==> config.mk <==
export PLATFORM = sky130hd
export DESIGN_NAME = rtnh_ctrl
export DESIGN_NICKNAME = d
export VERILOG_FILES = /design/src/hdl/rtnh_pkg.sv /design/src/hdl/rtnh_ctrl.sv
export SDC_FILE = /design/constraint.sdc
export NUM_CORES = 1
export LEC_CHECK = 0
export BUFFER_PORTS_ARGS = -buffer_cell sky130_fd_sc_hd__buf_2
export CORE_MARGIN = 2
export CORE_UTILIZATION = 35
export CTS_BUF_LIST = sky130_fd_sc_hd__clkbuf_2
export DETAILED_ROUTE_END_ITERATION = 10
export PLACE_DENSITY = 0.7
export RECOVER_POWER = 100
export SLEW_MARGIN = 0
export SYNTH_ARGS = -nofsm -noshare
export SYNTH_HDL_FRONTEND = slang
export SYNTH_SLANG_ARGS = --single-unit
==> constraint.sdc <==
create_clock -name clk -period 1.24 [get_ports clk]
set_input_delay 0.248 -clock clk [delete_from_list [all_inputs] [get_ports clk]]
set_output_delay 0.248 -clock clk [all_outputs]
set_load 0.05 [all_outputs]
==> src/hdl/rtnh_pkg.sv <==
package rtnh_pkg;

    localparam int COORD_BITS_DEF = 32;
    localparam int FRAC_BITS_DEF  = 16;
    localparam int TAG_BITS_DEF   = 16;
    localparam int TOL_BITS       = 16;
    localparam int CFG_IDX_BITS   = 3;
    localparam int CFG_DATA_BITS  = 64;

    typedef enum logic [2:0] {
        REG_ORIGIN_X   = 3'd0,
        REG_ORIGIN_Y   = 3'd1,
        REG_ORIGIN_Z   = 3'd2,
        REG_DIR_X      = 3'd3,
        REG_DIR_Y      = 3'd4,
        REG_DIR_Z      = 3'd5,
        REG_SEGMENT    = 3'd6,
        REG_TOLERANCE  = 3'd7
    } reg_idx_t;

    // Datapath operation selected by the sequencer.
    typedef enum logic [3:0] {
        OP_NONE,
        OP_LOAD,
        OP_PROD_H,
        OP_CROSS_H,
        OP_PROD_DET,
        OP_DOT_DET,
        OP_PROD_Q,
        OP_CROSS_Q,
        OP_PROD_N,
        OP_DOT_N,
        OP_DIV_START,
        OP_KEEP,
        OP_PROD_P,
        OP_EMIT
    } dp_op_t;

    // Which quotient is being formed.
    typedef enum logic [1:0] {
        NUM_U,
        NUM_V,
        NUM_T
    } num_sel_t;

    typedef enum logic [4:0] {
        ST_IDLE,
        ST_PROD_H,
        ST_CROSS_H,
        ST_PROD_DET,
        ST_DOT_DET,
        ST_PROD_Q,
        ST_CROSS_Q,
        ST_PROD_N,
        ST_DOT_N,
        ST_DIV_START,
        ST_DIV_WAIT,
        ST_KEEP,
        ST_PROD_P,
        ST_EMIT,
        ST_OUT
    } state_t;

    typedef struct packed {
        dp_op_t   op;
        num_sel_t num_sel;
    } dp_cmd_t;

    typedef struct packed {
        logic det_ok;
        logic u_ok;
        logic v_ok;
        logic div_done;
    } dp_status_t;

endpackage

==> src/hdl/rtnh_ctrl.sv <==
// Sequencer: walks one triangle through products, dots and up to three divisions.
module rtnh_ctrl
    import rtnh_pkg::*;
(
    input  logic                 clk,
    input  logic                 rst_n,
    input  logic                 in_valid,
    output logic                 in_ready,
    input  logic                 in_final,
    output logic                 out_valid,
    input  logic                 out_ready,
    output rtnh_pkg::dp_cmd_t    cmd,
    input  rtnh_pkg::dp_status_t status
);
    state_t     state_reg, state_next;
    num_sel_t   sel_reg, sel_next;
    logic       final_reg, final_next;

    always_comb
    begin
        state_next = state_reg;
        sel_next   = sel_reg;
        final_next = final_reg;
        case (state_reg)
            ST_IDLE:
                if (in_valid)
                begin
                    state_next = ST_PROD_H;
                    final_next = in_final;
                    sel_next   = NUM_U;
                end
            ST_PROD_H:    state_next = ST_CROSS_H;
            ST_CROSS_H:   state_next = ST_PROD_DET;
            ST_PROD_DET:  state_next = ST_DOT_DET;
            ST_DOT_DET:   state_next = ST_PROD_Q;
            ST_PROD_Q:    state_next = ST_CROSS_Q;
            ST_CROSS_Q:   state_next = ST_PROD_N;
            ST_PROD_N:    state_next = status.det_ok ? ST_DOT_N : ST_PROD_P;
            ST_DOT_N:     state_next = ST_DIV_START;
            ST_DIV_START: state_next = ST_DIV_WAIT;
            ST_DIV_WAIT:
                if (status.div_done)
                    state_next = ST_KEEP;
            ST_KEEP:
            begin
                if (sel_reg == NUM_U && status.u_ok)
                begin
                    sel_next   = NUM_V;
                    state_next = ST_PROD_N;
                end
                else if (sel_reg == NUM_V && status.v_ok)
                begin
                    sel_next   = NUM_T;
                    state_next = ST_PROD_N;
                end
                else
                begin
                    state_next = ST_PROD_P;
                end
            end
            ST_PROD_P:    state_next = final_reg ? ST_EMIT : ST_IDLE;
            ST_EMIT:      state_next = ST_OUT;
            ST_OUT:
                if (out_ready)
                    state_next = ST_IDLE;
            default:      state_next = ST_IDLE;
        endcase
    end

    always_comb
    begin
        cmd.op      = OP_NONE;
        cmd.num_sel = sel_reg;
        in_ready    = 1'b0;
        out_valid   = 1'b0;
        case (state_reg)
            ST_IDLE:
            begin
                in_ready = 1'b1;
                cmd.op   = in_valid ? OP_LOAD : OP_NONE;
            end
            ST_PROD_H:    cmd.op = OP_PROD_H;
            ST_CROSS_H:   cmd.op = OP_CROSS_H;
            ST_PROD_DET:  cmd.op = OP_PROD_DET;
            ST_DOT_DET:   cmd.op = OP_DOT_DET;
            ST_PROD_Q:    cmd.op = OP_PROD_Q;
            ST_CROSS_Q:   cmd.op = OP_CROSS_Q;
            ST_PROD_N:    cmd.op = status.det_ok ? OP_PROD_N : OP_NONE;
            ST_DOT_N:     cmd.op = OP_DOT_N;
            ST_DIV_START: cmd.op = OP_DIV_START;
            ST_KEEP:      cmd.op = (sel_reg == NUM_T) ? OP_KEEP : OP_NONE;
            ST_PROD_P:    cmd.op = OP_PROD_P;
            ST_EMIT:      cmd.op = OP_EMIT;
            ST_OUT:       out_valid = 1'b1;
            default:      cmd.op = OP_NONE;
        endcase
        // latch u on its KEEP step too
        if (state_reg == ST_KEEP && sel_reg == NUM_U)
            cmd.op = OP_KEEP;
    end

    always_ff @(posedge clk or negedge rst_n)
    begin
        if (!rst_n)
        begin
            state_reg <= ST_IDLE;
            sel_reg   <= NUM_U;
            final_reg <= 1'b0;
        end
        else
        begin
            state_reg <= state_next;
            sel_reg   <= sel_next;
            final_reg <= final_next;
        end
    end

endmodule

==> metrics.md, run 1 <==
| Metric | Value |
|---|---|
| Status | `finished, violations left` |
| Failing checks | `setup timing` |
| Power, Total | `between 3 and 4 mW` |
| Chip height | `about 45 um` |
| RSZ-0062 raised after global routing | `yes` |
| Die Span X | `~45 um` |
| Routed WL per cell | `17.1 um` |
| Synthesis-stage register bit count | `7` |
| # IOs | `17` |
| Post-Synth Simple-Gate Area | `0.310` |
| Fmax | `roughly 590 MHz` |
| Post-route setup TNS | `-4.07 ns` |
| Initial core utilization | `0.378` |
| Post-DP HPWL | `about 1300 um` |
| Vias per Instance | `about 5.6` |
| Final Cell Area | `approximately 1200 um2` |
| Die ar. | `between 1500 and 2000 um2` |
| # setup viols final | `14` |
| First-pass GRT wire length | `between 3000 and 4000 um` |
| TritonRoute pass-1 iters | `4` |
| Longest Clk Path Bufs | `2` |
| Crit-path slowest cell | `dfrtp_2` |
| Post-route ant nets | `0` |
| Worst-Skew Late Latency | `between 0.2 and 0.25 ns` |
| Initial antenna violation count | `0` |
| GR peak layer | `met2` |
| Max VDD drop | `0.00208 V` |
| Buffers on Ports | `16` |
| Seq/Total Area, Yosys | `0.304` |
| Overflow after GRT | `0` |
| H-tree depth | `1` |
| Mapped Area | `577 um2` |
| Vias | `750` |
| Compound-Gate Fraction of Synth Area | `0.275` |
| CP Class | `register to output pin` |
| Setup crit end kind | `output pin` |
| Row count | `14` |
| Met1 Track Usage GR | `0.285` |
| CP required | `approximately 1 ns` |
| Largest net degree at the start of global routing | `9` |
| Gpl congestion | `0.797` |
| CP peak stage delay | `roughly 0.46 ns` |
| Vias in the first global route | `slightly above 700` |
| Number of remaining DRC errors | `0` |
| Hold Worst Slack | `about 0.23 ns` |
| WP data arrival | `approximately 1.5 ns` |
| Final wirelength | `2280 um` |
| Final Skew | `around 0.0036 ns` |
| Met3 global-route usage | `0.0408` |
| TritonCTS buffer count | `3` |
| # diodes | `0` |
| Clk sink count | `7` |
| Reg2Reg Launch Point | `state_reg[1]` |
| Cell Chain, Critical Path | `nor2_2, o21ba_1, o311ai_4, buf_6` |
| Worst rel slew slack | `0.751` |
| Worst-path clk slew | `~0.07 ns` |
| Synth Area in XOR/XNOR | `0` |
| Final period util | `1.37` |
| CTS tree | `built` |
| Post-DP Area | `between 800 and 900 um2` |
| DR iter-0 viols | `15` |
| Met2 Track Usage GR | `0.426` |
| Max reg flops | `4` |
| Final Critical Period | `~1.7 ns` |
| Mux cell area share after synthesis | `0.0434` |
| Yosys warns | `0` |
| Pre-CTS WS | `-0.307 ns` |
| Worst slew pin tran | `roughly 0.37 ns` |
| Synth Area in Adders | `0` |
| Synth Net Count | `between 70 and 80` |
| Total Routing Usage GR | `0.240` |
| Crit start category | `register` |
| Power density cells | `approximately 3100 nW/um2` |
| Layout cells sized above 1 | `0.769` |
| CTS root buffer | `clkbuf_2` |
| Area Overhead vs Synth | `110%` |
| Hold Vio Cnt, Final | `0` |
| Largest family of logic cells by synthesized area | `simple AND/OR/NAND/NOR gates` |
| Core region area | `1520 um2` |
| Crit path max fanout | `7` |
| HP Class | `input port to register` |
| Setup WS post-layout | `-0.457 ns` |
| Synth Instances | `67` |
| Syn Area/Cell | `8.61 um2` |
| Hold Path Origin | `in_final` |
| Worst Setup SP | `state_reg[1]` |
| Final Max Slew Viols | `0` |
| Nets | `between 100 and 150` |
| Static Leak | `approximately 0.53 nW` |
| Max-cap violations | `0` |
| Post-synthesis cell type count | `32` |
==> Yosys cell counts (all sizes together) <==
cell | count | area, um2
a32o | 2 | 20.0
nor3 | 3 | 15.0
a31oi | 2 | 12.5
o311ai | 1 | 8.76
o31ai | 2 | 15.0
and3b | 1 | 8.76
inv | 2 | 7.51
and4b | 2 | 20.0
a211o | 1 | 8.76
clkbuf | 1 | 3.75
a21oi | 4 | 20.0
o21a | 1 | 7.51
nand2 | 6 | 25.0
nor2 | 4 | 15.0
buf | 5 | 27.5
a2bb2oi | 1 | 8.76
mux2i | 1 | 10.0
nand3b | 1 | 7.51
o32ai | 1 | 8.76
nand2b | 2 | 12.5
o21ai | 6 | 30.0
nor4 | 4 | 40.0
nor3b | 4 | 35.0
o2bb2ai | 1 | 8.76
o21ba | 1 | 10.0
mux2 | 1 | 15.0
dfrtp | 7 | 175
==> worst max-delay path, delay by kind of cell, from the launching register on <==
family	cells	cell delay, ns
AND/OR/NAND/NOR	1	0.12
AO/OA/AOI/OAI	2	0.43
flip-flops	1	0.46
buffers and inverters	1	0.19
==> final timing paths <==
| path | end | slack (ns) | depth (start not counted) |
|---|---|---|---|
| max in group asynchronous | sel_reg[0] | 0.53 | 2 |
| hold reg to reg | state_reg[2] | 0.66 | 2 |
| min in group asynchronous | state_reg[0] | 0.42 | 2 |
| setup / recovery | cmd[2] | -0.46 | 4 |
| hold / removal | final_reg | 0.23 | 2 |
| setup reg to reg | final_reg | -0.33 | 5 |
==> power by group <==
| group | switching, mW | leakage, nW | internal (mW) |
|---|---|---|---|
| clock | 0.0924 | 0.0166 | 0.0857 |
| sequential | 0.192 | 0.0802 | 0.346 |
| combinational | 1.59 | 0.435 | 1.47 |
| total | 1.87 | 0.532 | 1.90 |
==> stage by stage <==
| stage | util | instances |
|---|---|---|
| CTS | 0.732 | 128 |
| global placement | 0.584 | 116 |
| floorplan | - | 67 |
| finish | 0.795 | 133 |
| global route | 0.795 | 133 |
| detailed placement | 0.584 | 116 |
==> cells by family after synthesis <==
group,Yosys count
AOI/OAI and AO/OA,23
buffers and inverters,8
DFF,7
muxes,2
and+or+nand+nor,27
==> timing repair <==
action,4_1_cts,5_1_grt
pin swaps,8,5
hold endpoints to repair,7,0
setup buffers,7,5
resized for setup,40,14
hold buffers,1,0
endpoints found under the setup margin,15,15
cloned,0,0
==> area by class of cell <==
cell class	instances	area, um2
repair buffers	52	425
inverters	2	7.51
well taps	16	20.0
flip-flops and latches	7	183
clock buffers	4	20.0
fillers	92	313
multi-input cells	52	556
==> metal layers <==
metal	wire [um]	vias to the layer above
li1	-	358
met5	0	-
met2	1200	18
met3	90	6
met1	933	368
met4	51	0
==> cells in the final DEF (no fill, tap or decap), types with 2 or more instances in the layout <==
master    count
o21ai_2       2
nand2_1       4
nor2_2        3
nor4_4        3
buf_8         2
buf_4        29
buf_6        11
nor3b_1       2
a21oi_1       2
nor3_2        2
nand2_4       2
buf_2         8
o21ai_1       3
clkbuf_2      4
a21oi_2       2
o31ai_4       2
dfrtp_2       6
(Power assumes the default switching activity.)
==> inputs of run 2 (changes only) <==
RECOVER_POWER = unset   (was 100)
==> metrics.md, run 2 (synthesis results as in run 1) <==
| Metric | Value |
|---|---|
| CP peak stage delay | `0.46 ns` |
| Row count | `14` |
| Layout cells sized above 1 | `0.778` |
| Initial core utilization | `0.378` |
| Largest net degree at the start of global routing | `9` |
| Final Critical Period | `about 1.7 ns` |
| # IOs | `17` |
| Delay-heaviest family, CP | `flip-flops` |
| Die ar. | `between 1500 and 2000 um2` |
| Hold Vio Cnt, Final | `0` |
| Worst hold path stage count | `2` |
| Setup WS post-layout | `-0.457 ns` |
| Gpl congestion | `approximately 0.80` |
| Total Routing Usage GR | `0.240` |
| Routed WL per cell | `~17 um` |
| Final Max Slew Viols | `0` |
| HP Class | `input port to register` |
| Max-cap violations | `0` |
| Vias | `750` |
| Worst-Skew Late Latency | `between 0.2 and 0.25 ns` |
| Post-route setup TNS | `-4.07 ns` |
| Reg2reg setup slack | `-0.33 ns` |
| Cell Chain, Critical Path | `nor2_2, o21ba_1, o311ai_4, buf_6` |
| Longest Clk Path Bufs | `2` |
| Finished Layout Cells | `about 130` |
| DR iter-0 viols | `15` |
| Final Util | `0.797` |
| # diodes | `0` |
| FILL cells | `90` |
| Max reg flops | `4` |
| Worst rel slew slack | `0.808` |
| Placed instance count | `116` |
| Worst slew pin tran | `about 0.28 ns` |
| # setup viols final | `14` |
| RSZ-0062 raised after global routing | `yes` |
| H-tree depth | `1` |
| Vias in the first global route | `712` |
| Number of remaining DRC errors | `0` |
| Final wirelength | `approximately 2300 um` |
| Leading cell types in the layout, fill and taps excluded | `30 x buf_4, 11 x buf_6, 8 x buf_2, 6 x dfrtp_2` |
| Buf/Inv on CP | `1` |
| CP required | `between 0.9 and 1 ns` |
| Final Skew | `between 0.003 and 0.004 ns` |
| TritonCTS buffer count | `3` |
| Worst-path clk slew | `approximately 0.07 ns` |
| TritonRoute pass-1 iters | `4` |
| Reg2Reg Launch Point | `state_reg[1]` |
| Area Overhead vs Synth | `111%` |
| Crit-path slowest cell | `dfrtp_2` |
| Vias per Instance | `5.64` |
| Final period util | `1.37` |
| Crit start category | `register` |
| Die Span X | `~45 um` |
| WP data arrival | `1.45 ns` |
| Static Leak | `around 0.53 nW` |
| First-pass GRT wire length | `approximately 3400 um` |
| Buffers on Ports | `16` |
| Clk sink count | `7` |
| Nets | `between 100 and 150` |
| Critical path depth | `4` |
| CP Capture Point | `cmd[2]` |
| Worst Setup SP | `state_reg[1]` |
| Storage cell area | `approximately 180 um2` |
| Fmax | `between 500 and 600 MHz` |
| Crit path max fanout | `7` |
| Setup crit end kind | `output pin` |
| Overflow after GRT | `0` |
| Area of the multi-input gates | `~560 um2` |
| Most common cell after layout, fill and taps aside | `buf_4` |
| CP Class | `register to output pin` |
| Chip height | `44.6 um` |
| CTS tree | `built` |
| Post-DP HPWL | `1340 um` |
| Power density cells | `~3100 nW/um2` |
| Initial antenna violation count | `0` |
| Status | `finished, violations left` |
| Core region area | `1520 um2` |
| Post-route ant nets | `0` |
| RR Endpoint | `final_reg` |
| CTS root buffer | `clkbuf_2` |
| Failing checks | `setup timing` |
| Worst r2r path cells | `5` |
| Max VDD drop | `around 0.0021 V` |
==> run 2: cell type report <==
cell class / count / area share
sequential: 7 / 0.150
inverter: 2 / 0.00618
tap: 16 / 0.0165
multi-input combinational: 52 / 0.457
timing repair buffer: 52 / 0.353
clock buffer: 4 / 0.0165
==> run 2: per-layer routing <==
layer	routed length, um	vias up	GRT usage	part of all wire
li1	-	358	-	-
met1	934	368	0.285	0.41
met2	1200	18	0.426	0.53
met3	90	6	0.0408	0.040
met4	51	0	0.0909	0.022
met5	0	-	0	0
==> run 2: where the power goes <==
| group | total [mW] | internal (mW) | switching [mW] |
|---|---|---|---|
| Combinational | 3.06 | 1.47 | 1.59 |
| Sequential | 0.538 | 0.346 | 0.192 |
| Clock | 0.178 | 0.0857 | 0.0924 |
==> run 2: worst reg2reg max path, cell delays in order (launching register included) <==
cell	delay (ns)
dfrtp_2	0.46
buf_4	0.17
nor4_4	0.30
buf_4	0.19
nand2_4	0.06
mux2_4	0.29
==> run 2: worst min-delay path by stage <==
| stage | from | endpoint | slack, ns |
|---|---|---|---|
| after CTS | in_final | final_reg | 0.23 |
| after floorplan | rst_n | final_reg | -0.05 |
| after detailed placement | rst_n | sel_reg[1] | 0.08 |
| after global routing | in_final | final_reg | 0.23 |
| after global placement | rst_n | sel_reg[1] | 0.08 |
| final | in_final | final_reg | 0.23 |
==> run 2: what timing repair did <==
item | in CTS | in global routing
setup buffers | 7 | 5
hold endpoints to repair | 7 | 0
gates resized for setup | 40 | 14
pin swaps | 8 | 5
hold buffers | 1 | 0
setup endpoints to repair | 15 | 15
==> run 2: per-stage QoR <==
stage,hold WS [ns],worst slack [ns],area (um2),power [mW]
finish,0.232,-0.457,1210,3.77
global route,0.225,-0.496,1210,3.94
CTS,0.228,-0.436,1110,3.52
detailed placement,0.0849,-0.307,890,2.71
global placement,0.0836,-0.274,890,2.66
floorplan,-0.0476,-0.487,679,2.09
==> inputs of run 3 (changes only) <==
CELL_PAD_IN_SITES_DETAIL_PLACEMENT = 1   (was unset)
CELL_PAD_IN_SITES_GLOBAL_PLACEMENT = 1   (was unset)
CORE_UTILIZATION = 34   (was 35)
PLACE_DENSITY = 0.86   (was 0.7)
==> metrics.md, run 3 <==
| Metric | Value |
|---|---|
| Yosys top cell area share | `0.304` |
| H-tree depth | `1` |
| Buffers on Ports | `16` |
| Error message | `[ERROR DPL-0033] detailed placement checks failed during check placement.` |
| Synth Instances | `between 60 and 70` |
| Chip height | `about 45 um` |
| Largest area contributor in the netlist | `dfrtp_1` |
| Pre-CTS WS | `-0.342 ns` |
| Post-synthesis cell type count | `32` |
| Async S/R FF share, synth | `1.00` |
| Mapped Area | `slightly below 600 um2` |
| Most instantiated library cell after synthesis | `dfrtp_1` |
| Largest net degree at the start of global routing | `12` |
| Initial antenna violation count | `1` |
| Post-DP HPWL | `about 1800 um` |
| Longest Clk Path Bufs | `2` |
| Seq/Total Area, Yosys | `0.304` |
| Synthesis-stage register bit count | `7` |
| Status | `stopped before the end` |
| Die Span X | `approximately 45 um` |
| Row count | `14` |
| Synth top cells by count | `7 x dfrtp_1, 5 x nand2_1, 5 x o21ai_1` |
| CTS root buffer | `clkbuf_2` |
| Gpl congestion | `roughly 0.75` |
| Yosys warns | `0` |
| Ys flop type | `dfrtp_1` |
| TritonCTS buffer count | `3` |
| GRT repair_timing worst endpoint | `cmd[2]` |
| # IOs | `17` |
| Halt point of the flow | `5_1_grt` |
| Post-synth EDFFs | `0` |
| Clk sink count | `7` |
| WEP type | `output port` |
| Synth Net Count | `76` |
| Initial core utilization | `0.374` |
| Syn Area/Cell | `between 8 and 9 um2` |
| Largest cells by area after synthesis | `dfrtp_1 30%, o21ai_1 4.3%, nor3b_1 3.9%` |
run 3: cell counts after synthesis:
No cell type changed its count.
run 3: logic make-up after synthesis:
group	Yosys count	share of synthesized area
compound gates	23	0.275
buf+inv	8	0.0672
mux	2	0.0434
simple gates	27	0.310
flops	7	0.304
run 3: repair_timing:
item                       in CTS
setup buffers                   8
hold endpoints to repair        7
hold buffers                    1
setup endpoints to repair      14
pin swaps                      11
resized for setup              45
run 3: through the flow:
stage	setup TNS, ns	std cells	area (um2)	util	hold WS, ns
floorplan	-2.53	67	679	-	-0.0476
global placement	-2.15	116	890	0.577	0.0818
detailed placement	-2.38	116	890	0.577	0.0919
CTS	-3.38	129	1160	0.753	0.244
==> inputs of run 4 (changes only) <==
CELL_PAD_IN_SITES_DETAIL_PLACEMENT = unset   (was 1)
CELL_PAD_IN_SITES_GLOBAL_PLACEMENT = unset   (was 1)
CORE_AREA = 2 2 63 65   (was unset)
CORE_MARGIN = unset   (was 2)
CORE_UTILIZATION = unset   (was 34)
CTS_BUF_LIST = unset   (was sky130_fd_sc_hd__clkbuf_2)
DIE_AREA = 0 0 65 67   (was unset)
PLACE_DENSITY = unset   (was 0.86)
PLACE_DENSITY_LB_ADDON = 0.15   (was unset)
clock period = 1.6 ns   (was 1.24 ns; I/O delays follow)
==> metrics.md, run 4 (synthesis results as in run 1) <==
| Metric | Value |
|---|---|
| Max VDD drop | `around 0.00054 V` |
| Int Power | `around 1.4 mW` |
| Initial antenna violation count | `0` |
| Cell Chain, Critical Path | `nor2_1, o21ba_4, o311ai_4, buf_6` |
| Reg2reg setup slack | `0 ns` |
| Final wirelength | `around 1900 um` |
| Combinational Power Share | `0.736` |
| # diodes | `0` |
| Nets | `roughly 110` |
| Endpoint of the worst hold path | `final_reg` |
| RR Endpoint | `final_reg` |
| Total Routing Usage GR | `0.0945` |
| Buffers on Ports | `16` |
| Overflow after GRT | `0` |
| CP Class | `register to output pin` |
| Placed instance count | `142` |
| Final period util | `1.07` |
| Power density cells | `around 2500 nW/um2` |
| HP Class | `input port to register` |
| Final Util | `0.292` |
| Gpl congestion | `0.708` |
| Hold Path Origin | `in_final` |
| Core region area | `approximately 3600 um2` |
| Worst slew pin tran | `around 0.31 ns` |
| Area Overhead vs Synth | `82.4%` |
| Post-route ant nets | `0` |
| DR iter-0 viols | `18` |
| Longest Clk Path Bufs | `2` |
| Failing checks | `setup timing` |
| CTS tree | `built` |
| Reg2Reg Launch Point | `state_reg[1]` |
| First-pass GRT wire length | `3080 um` |
| TritonRoute pass-1 iters | `4` |
| Vias per Instance | `4.40` |
| Vias | `about 660` |
| Row count | `22` |
| CP required | `between 1 and 1.5 ns` |
| Number of remaining DRC errors | `0` |
| Max-cap violations | `0` |
| # IOs | `17` |
| H-tree depth | `1` |
| Post-DP HPWL | `approximately 1500 um` |
| Static Leak | `0.449 nW` |
| Reg power frac | `0.169` |
| Largest net degree at the start of global routing | `13` |
| Status | `finished, violations left` |
| Clock share of power | `0.095` |
| RSZ-0062 raised after global routing | `yes` |
| Final Max Slew Viols | `0` |
| Routed WL per cell | `around 13 um` |
| # setup viols final | `5` |
| Pre-CTS WS | `-0.0458 ns` |
| Sw frac | `0.475` |
| Die ar. | `4360 um2` |
| Clk sink count | `7` |
| WP data arrival | `roughly 1.4 ns` |
| Crit-path slowest cell | `dfrtp_2` |
| Most common cell after layout, fill and taps aside | `buf_4` |
| Setup crit end kind | `output pin` |
| CP peak stage delay | `approximately 0.44 ns` |
| Net load switching power | `between 1 and 1.5 mW` |
| Vias in the first global route | `roughly 640` |
| Crit path max fanout | `6` |
| Hold Vio Cnt, Final | `0` |
| Power, Total | `about 2.6 mW` |
| Final Critical Period | `around 1.7 ns` |
| Worst Setup SP | `state_reg[0]` |
| Fmax | `slightly below 600 MHz` |
| Post-DP Area | `between 800 and 900 um2` |
| Worst rel slew slack | `0.784` |
| CTS root buffer | `clkbuf_8` |
| Finished Layout Cells | `151` |
| Layout cells sized above 1 | `0.592` |
| Worst-Skew Late Latency | `~0.23 ns` |
| TritonCTS buffer count | `3` |
| Initial core utilization | `0.160` |
| Max reg flops | `4` |
| Chip height | `roughly 67 um` |
| Crit start category | `register` |
| Final Cell Area | `between 1000 and 1500 um2` |
| Worst-path clk slew | `~0.04 ns` |
| Worst hold path stage count | `2` |
| Leading cell types in the layout, fill and taps excluded | `17 x buf_4, 10 x buf_2, 9 x buf_6, 5 x dfrtp_2` |
| Die Span X | `about 65 um` |
| Setup WS post-layout | `-0.117 ns` |
| Final Skew | `0.00187 ns` |
| Worst r2r path cells | `6` |
run 4: per-layer routing:
layer	track usage	vias to the layer above	share of wire	routed length, um
li1	-	328	-	-
met1	0.111	321	0.41	773
met2	0.173	12	0.57	1080
met3	0.00507	3	0.011	20
met4	0.0479	0	0.012	23
met5	0	-	0	0
run 4: critical path: cells and delay by family (launching register included):
family	cells	cell delay [ns]
AOI/OAI and AO/OA	2	0.41
buffers and inverters	1	0.19
DFF	1	0.44
and+or+nand+nor	1	0.12
run 4: final cells by class:
type                       instances  area [um2]
timing repair buffer              38         309
inverter                           2        7.51
fill                             403        2550
multi-input combinational         52         449
tap                               48        60.1
sequential                         7         181
clock buffer                       4        45.0
run 4: timing repair:
action,4_1_cts,5_1_grt
gates resized for setup,22,3
setup buffers,4,0
hold buffers,1,0
pin swaps,2,1
endpoints found under the setup margin,6,8
hold endpoints to repair,7,0
cloned,0,0
run 4: how the worst max path moves through the flow:
stage / to / slack, ns / cells after the start
4_1_cts: cmd[3] / -0.13 / 5
5_1_grt: cmd[2] / -0.19 / 4
6_report: cmd[2] / -0.12 / 4
3_3_place_gp: cmd[2] / -0.01 / 4
2_1_floorplan: cmd[2] / -0.16 / 3
3_5_place_dp: cmd[2] / -0.05 / 4
run 4: stage by stage:
step                      TNS, ns  hold slack [ns]
after floorplan            -0.336           0.0244
after global placement    -0.0125            0.164
after detailed placement  -0.0458            0.161
after CTS                  -0.515            0.324
after global routing       -0.894            0.330
final                      -0.389            0.324
run 4: power by group through the flow:
| stage | Clock, mW | Combinational (mW) | Sequential [mW] |
|---|---|---|---|
| global placement | 0 | 1.63 | 0.428 |
| detailed placement | 0 | 1.62 | 0.430 |
| CTS | 0.258 | 1.92 | 0.454 |
| global route | 0.273 | 2.07 | 0.467 |
| floorplan | 0 | 1.17 | 0.406 |
| finish | 0.250 | 1.95 | 0.447 |
